`src/hdl/gnos_pkg.sv`:
```
// ----------------------------------------------------------------------------
// gnos_pkg
// Shared types and constants of the grid nearest obstacle search block.
// ----------------------------------------------------------------------------
package gnos_pkg;

    localparam int DIM_W     = 9;
    localparam int LIN_W     = 18;
    localparam int DIST_W    = 13;
    localparam int SQ_W      = 12;
    localparam int COST_W    = 8;
    localparam int RAD_W     = 6;
    localparam int IDX_W     = 16;
    localparam int COORD_W   = 16;
    localparam int CFG_W     = 9;
    localparam int CFG_IDX_W = 2;

    localparam logic MODE_WRITE = 1'b0;
    localparam logic MODE_QUERY = 1'b1;

    localparam logic [DIM_W-1:0]         RST_GRID_WIDTH  = 9'd256;
    localparam logic [DIM_W-1:0]         RST_GRID_HEIGHT = 9'd256;
    localparam logic signed [COST_W-1:0] RST_THRESHOLD   = 8'sd100;
    localparam logic [RAD_W-1:0]         RST_RADIUS      = 6'd50;

    typedef enum logic [CFG_IDX_W-1:0] {
        CFG_GRID_WIDTH         = 2'd0,
        CFG_GRID_HEIGHT        = 2'd1,
        CFG_OBSTACLE_THRESHOLD = 2'd2,
        CFG_SEARCH_RADIUS      = 2'd3
    } cfg_idx_t;

    typedef enum logic [2:0] {
        ST_IDLE,
        ST_CHECK,
        ST_BOUNDS,
        ST_BASE,
        ST_SCAN,
        ST_DRAIN,
        ST_DONE
    } state_t;

    typedef struct packed {
        logic write;
        logic capture;
        logic check;
        logic bounds;
        logic base;
        logic step;
        logic load_out;
    } cmd_t;

    typedef struct packed {
        logic in_map;
        logic scan_last;
        logic out_free;
    } sts_t;

endpackage

```
`src/hdl/gnos_ctrl.sv`:
```
// ----------------------------------------------------------------------------
// gnos_ctrl
// Sequencer of the search: query check, window setup, cell scan, result.
// ----------------------------------------------------------------------------
module gnos_ctrl (
    input  logic           clk,
    input  logic           rst_n,
    input  logic           in_valid,
    input  logic           in_mode,
    output logic           in_ready,
    input  gnos_pkg::sts_t sts,
    output gnos_pkg::cmd_t cmd
);

    gnos_pkg::state_t state_reg;
    gnos_pkg::state_t state_next;

    always_ff @(posedge clk or negedge rst_n)
    begin
        if (!rst_n)
        begin
            state_reg <= gnos_pkg::ST_IDLE;
        end
        else
        begin
            state_reg <= state_next;
        end
    end

    always_comb
    begin
        state_next = state_reg;
        unique case (state_reg)
            gnos_pkg::ST_IDLE:
            begin
                if (in_valid && (in_mode == gnos_pkg::MODE_QUERY))
                begin
                    state_next = gnos_pkg::ST_CHECK;
                end
            end
            gnos_pkg::ST_CHECK:
            begin
                state_next = sts.in_map ? gnos_pkg::ST_BOUNDS : gnos_pkg::ST_DONE;
            end
            gnos_pkg::ST_BOUNDS:
            begin
                state_next = gnos_pkg::ST_BASE;
            end
            gnos_pkg::ST_BASE:
            begin
                state_next = gnos_pkg::ST_SCAN;
            end
            gnos_pkg::ST_SCAN:
            begin
                if (sts.scan_last)
                begin
                    state_next = gnos_pkg::ST_DRAIN;
                end
            end
            gnos_pkg::ST_DRAIN:
            begin
                state_next = gnos_pkg::ST_DONE;
            end
            gnos_pkg::ST_DONE:
            begin
                if (sts.out_free)
                begin
                    state_next = gnos_pkg::ST_IDLE;
                end
            end
            default:
            begin
                state_next = gnos_pkg::ST_IDLE;
            end
        endcase
    end

    always_comb
    begin
        in_ready = 1'b0;
        cmd      = '0;
        unique case (state_reg)
            gnos_pkg::ST_IDLE:
            begin
                in_ready    = 1'b1;
                cmd.write   = in_valid && (in_mode == gnos_pkg::MODE_WRITE);
                cmd.capture = in_valid && (in_mode == gnos_pkg::MODE_QUERY);
            end
            gnos_pkg::ST_CHECK:
            begin
                cmd.check = 1'b1;
            end
            gnos_pkg::ST_BOUNDS:
            begin
                cmd.bounds = 1'b1;
            end
            gnos_pkg::ST_BASE:
            begin
                cmd.base = 1'b1;
            end
            gnos_pkg::ST_SCAN:
            begin
                cmd.step = 1'b1;
            end
            gnos_pkg::ST_DRAIN:
            begin
                cmd = '0;
            end
            gnos_pkg::ST_DONE:
            begin
                cmd.load_out = sts.out_free;
            end
            default:
            begin
                cmd = '0;
            end
        endcase
    end

endmodule

```
`config.mk`:
```
export PLATFORM = sky130hd
export DESIGN_NAME = gnos_ctrl
export DESIGN_NICKNAME = d
export VERILOG_FILES = /design/src/hdl/gnos_pkg.sv /design/src/hdl/gnos_ctrl.sv
export SDC_FILE = /design/constraint.sdc
export NUM_CORES = 1
export LEC_CHECK = 0
export BUFFER_PORTS_ARGS = -buffer_cell sky130_fd_sc_hd__buf_2
export CORE_AREA = 2 2 39 41
export CTS_CLUSTER_SIZE = 20
export DETAILED_ROUTE_END_ITERATION = 7
export DIE_AREA = 0 0 41 43
export GPL_TIMING_DRIVEN = 0
export PLACE_DENSITY = 0.47
export REMOVE_ABC_BUFFERS = 1
export SLEW_MARGIN = 20
export SYNTH_ARGS = -nofsm -noshare
export SYNTH_HDL_FRONTEND = slang
export SYNTH_SLANG_ARGS = --single-unit
```
`constraint.sdc`:
```
create_clock -name clk -period 1.3 [get_ports clk]
set_clock_uncertainty 0.15 [all_clocks]
set_input_delay 0 -clock clk [delete_from_list [all_inputs] [get_ports clk]]
set_output_delay 0 -clock clk [all_outputs]
set_load 0.02 [all_outputs]
```
==> results by group <==
Outcome
  – Status: complete, but fails checks
  – Failing checks: negative setup slack

Hold path
  – Hold crit path type: in -> reg

Clocking
  – TritonCTS clock tree: yes
  – Clock buffer depth: 2
  – Clk slew on worst S/H paths: 0.03 ns
  – Worst-Skew Late Latency: 0.24 ns
  – Total CTS buffers: 3
  – Clk sinks: 3
  – CTS root buf: clkbuf_4
  – CTS H-tree depth: 1

Setup path
  – Cell Chain, Critical Path: nor3_4 > and3b_1 > buf_6
  – CP Buf/Inv Count: 1
  – Critical path type: reg -> out
  – WP data required: 1.15 ns
  – CP Launch Type: register
  – CP Max Fanout: 6
  – Crit-path slowest cell: dfrtp_2
  – Max stage delay on crit path: 0.45 ns
  – CP delay by family, top: flip-flops
  – Worst Path Arrival: 1.20 ns
  – Crit path capture type: output pin

Placed design
  – DP HPWL: 372.6 um
  – Dpl ws: 0.07688 ns
  – Buffers added on ports: 14
  – Inst Count DP: 53
  – Final GP Congestion: 0.6090

Synthesis
  – Post-synth top area cell: dfrtp_1
  – Synth top area cells: dfrtp_1 33%, nand2b_1 11%, nor2b_1 8.2%
  – Synth Area per Inst: 9.159 um^2
  – Sequential cell area fraction in the yosys report: 32.79%
  – Synth Register Bits: 3
  – Distinct cells, synth: 15
  – Cells after Synth: 25
  – Synth warn: 0
  – Cell Area, Synth: 229.0 um^2
  – Synth top area share: 32.79%

Timing
  – Fmax: 742.4 MHz
  – # setup viols final: 5
  – Slew headroom: 86.39%
  – Min Hold Slack: 0.02510 ns
  – Max-slew violation count: 0
  – RSZ-0062 raised after global routing: true
  – Fin crit period: 1.347 ns
  – Setup ws final: -0.04692 ns
  – Crit share post-route: 103.6%
  – Slew @ Worst Pin: 0.2030 ns
  – Final TNS setup: -0.1159 ns
  – Fin. Hold Viols: 0

Floorplan
  – Starting Density: 16.55%
  – Die Y: 43 um
  – Die Area: 1763 um^2
  – Core Rows: 14
  – CORE AREA: 1384 um^2
  – Die width: 41 um
  – I/O pin count: 15

Power
  – NetSw: 0.0003872 W
  – Sequential Power Share: 29.8%
  – Power share of the clock group: 18.6%
  – Logic pwr share: 51.6%
  – IR drop worst, VDD: 714.2 uV
  – Sw Share: 43.43%
  – Leakage: 0.1952 nW
  – PwrDens: 2166 nW/um^2
  – Int Power: 0.0005044 W

Cells and area
  – Share of cells above drive strength 1: 48.94%
  – Nets: 55
  – Area grow syn2layout: 79.78%
  – Antenna diodes: 0
  – Fin util: 29.75%
  – Max reg flops: 3
  – Final Instance Count excl. Fillers: 63

Detailed routing
  – Via count: 245
  – WL final: 588 um
  – DR WL/cell: 9.333 um
  – # DRC: 0
  – DRT antenna net count: 0
  – DRT iter0 DRCs: 6
  – Post-DR vias/cell: 3.889
  – DRT Pass-1 Iters: 2

Job
  – Max_cap viols: 0

GRT
  – Largest net degree at the start of global routing: 11
  – Initial antenna violation count: 0
  – Vias in the first global route: 202
  – First-pass GRT wire length: 855 um
  – Global Route Usage Sum: 7.538%
  – Total gr overflow: 0
-- synth_stat cells, drive strengths merged --
| library cell | n |
|---|---|
| a211oi | 2 |
| a221o | 1 |
| and2 | 2 |
| and3 | 1 |
| and3b | 1 |
| buf | 2 |
| dfrtp | 3 |
| nand2b | 4 |
| nor2 | 2 |
| nor2b | 4 |
| nor3 | 1 |
| nor3b | 1 |
| o21ai | 1 |
-- cell type report --
cell class / instances / area [um^2]
Multi-Input combinational cell: 20 / 141.4
Fill cell: 154 / 972.2
Tap cell: 16 / 20.02
Timing Repair Buffer: 20 / 145.1
Sequential cell: 3 / 78.83
Clock buffer: 4 / 26.28
-- layer usage --
layer	global-route usage (%)	up-vias	part of all wire, %
met5	0	-	0
met4	2.000	0	0
met3	6.283	0	11
met2	8.750	16	36
met1	10.32	96	53
li1	-	133	-
-- placed cells by master, fill, tap and decap left out --
| cell type | synthesis | final |
|---|---|---|
| and2_1 | 2 | 2 |
| and3_1 | 1 | 1 |
| and3b_1 | 1 | 1 |
| nor3b_1 | 1 | 1 |
| a221o_1 | 1 | 1 |
| dlygate4sd3_1 | 0 | 5 |
| dfrtp_2 | 0 | 3 |
| nor3_4 | 0 | 1 |
| buf_4 | 1 | 3 |
| a211oi_1 | 2 | 2 |
| nor2b_2 | 1 | 1 |
| o21ai_1 | 1 | 1 |
| nor2b_1 | 3 | 3 |
| clkbuf_4 | 0 | 3 |
| buf_2 | 0 | 10 |
| nor2_1 | 2 | 2 |
| nand2b_1 | 4 | 4 |
| buf_6 | 1 | 2 |
| clkbuf_1 | 0 | 1 |
-- worst register-to-register path, delay by kind of cell, from the launching register on --
| kind | cells | cell delay (ns) |
|---|---|---|
| AO/OA/AOI/OAI | 1 | 0.26 |
| buffers and inverters | 1 | 0.16 |
| flip-flops | 1 | 0.45 |
| AND/OR/NAND/NOR | 1 | 0.12 |
-- through the flow --
step | area [um^2] | power, W
2_1_floorplan | 210.2 | 0.0005046
3_3_place_gp | 300.3 | 0.0006325
3_5_place_dp | 300.3 | 0.0006301
4_1_cts | 405.4 | 0.0008940
5_1_grt | 411.6 | 0.0009697
6_report | 411.6 | 0.0008916
-- worst paths after layout --
| check | startpoint | cells after the start | slack [ns] | end |
|---|---|---|---|---|
| setup / recovery | state_reg[2] | 3 | -0.05 | cmd[6] |
| hold / removal | in_mode | 3 | 0.03 | state_reg[0] |
| setup reg to reg | state_reg[2] | 3 | 0.04 | state_reg[2] |
| hold reg to reg | state_reg[0] | 1 | 0.39 | state_reg[0] |
| max in group asynchronous | rst_n | 3 | 0.35 | state_reg[2] |
| min in group asynchronous | rst_n | 3 | 0.50 | state_reg[1] |
-- kinds of logic after synthesis --
family / after synthesis / synth area share, %
buffers and inverters: 2 / 8.198
flip-flops: 3 / 32.79
AO/OA/AOI/OAI: 4 / 13.11
AND/OR/NAND/NOR: 16 / 45.91
-- power groups by stage --
stage	clock (W)	combinational (W)	sequential [W]
after floorplan	0	0.000287	0.000218
after global placement	0	0.000385	0.000247
after detailed placement	0	0.000385	0.000245
after CTS	0.000173	0.000456	0.000265
after global routing	0.000183	0.000510	0.000277
final	0.000166	0.000460	0.000266
-- repair_timing --
| action | 4_1_cts | 5_1_grt |
|---|---|---|
| pin swaps | 2 | 1 |
| resized for setup | 8 | 2 |
| hold buffers | 5 | 0 |
| buffers inserted | 1 | 0 |
| hold endpoints to repair | 6 | 0 |
| endpoints found under the setup margin | 8 | 7 |
No activity file was read; power rests on OpenSTA's default activity.
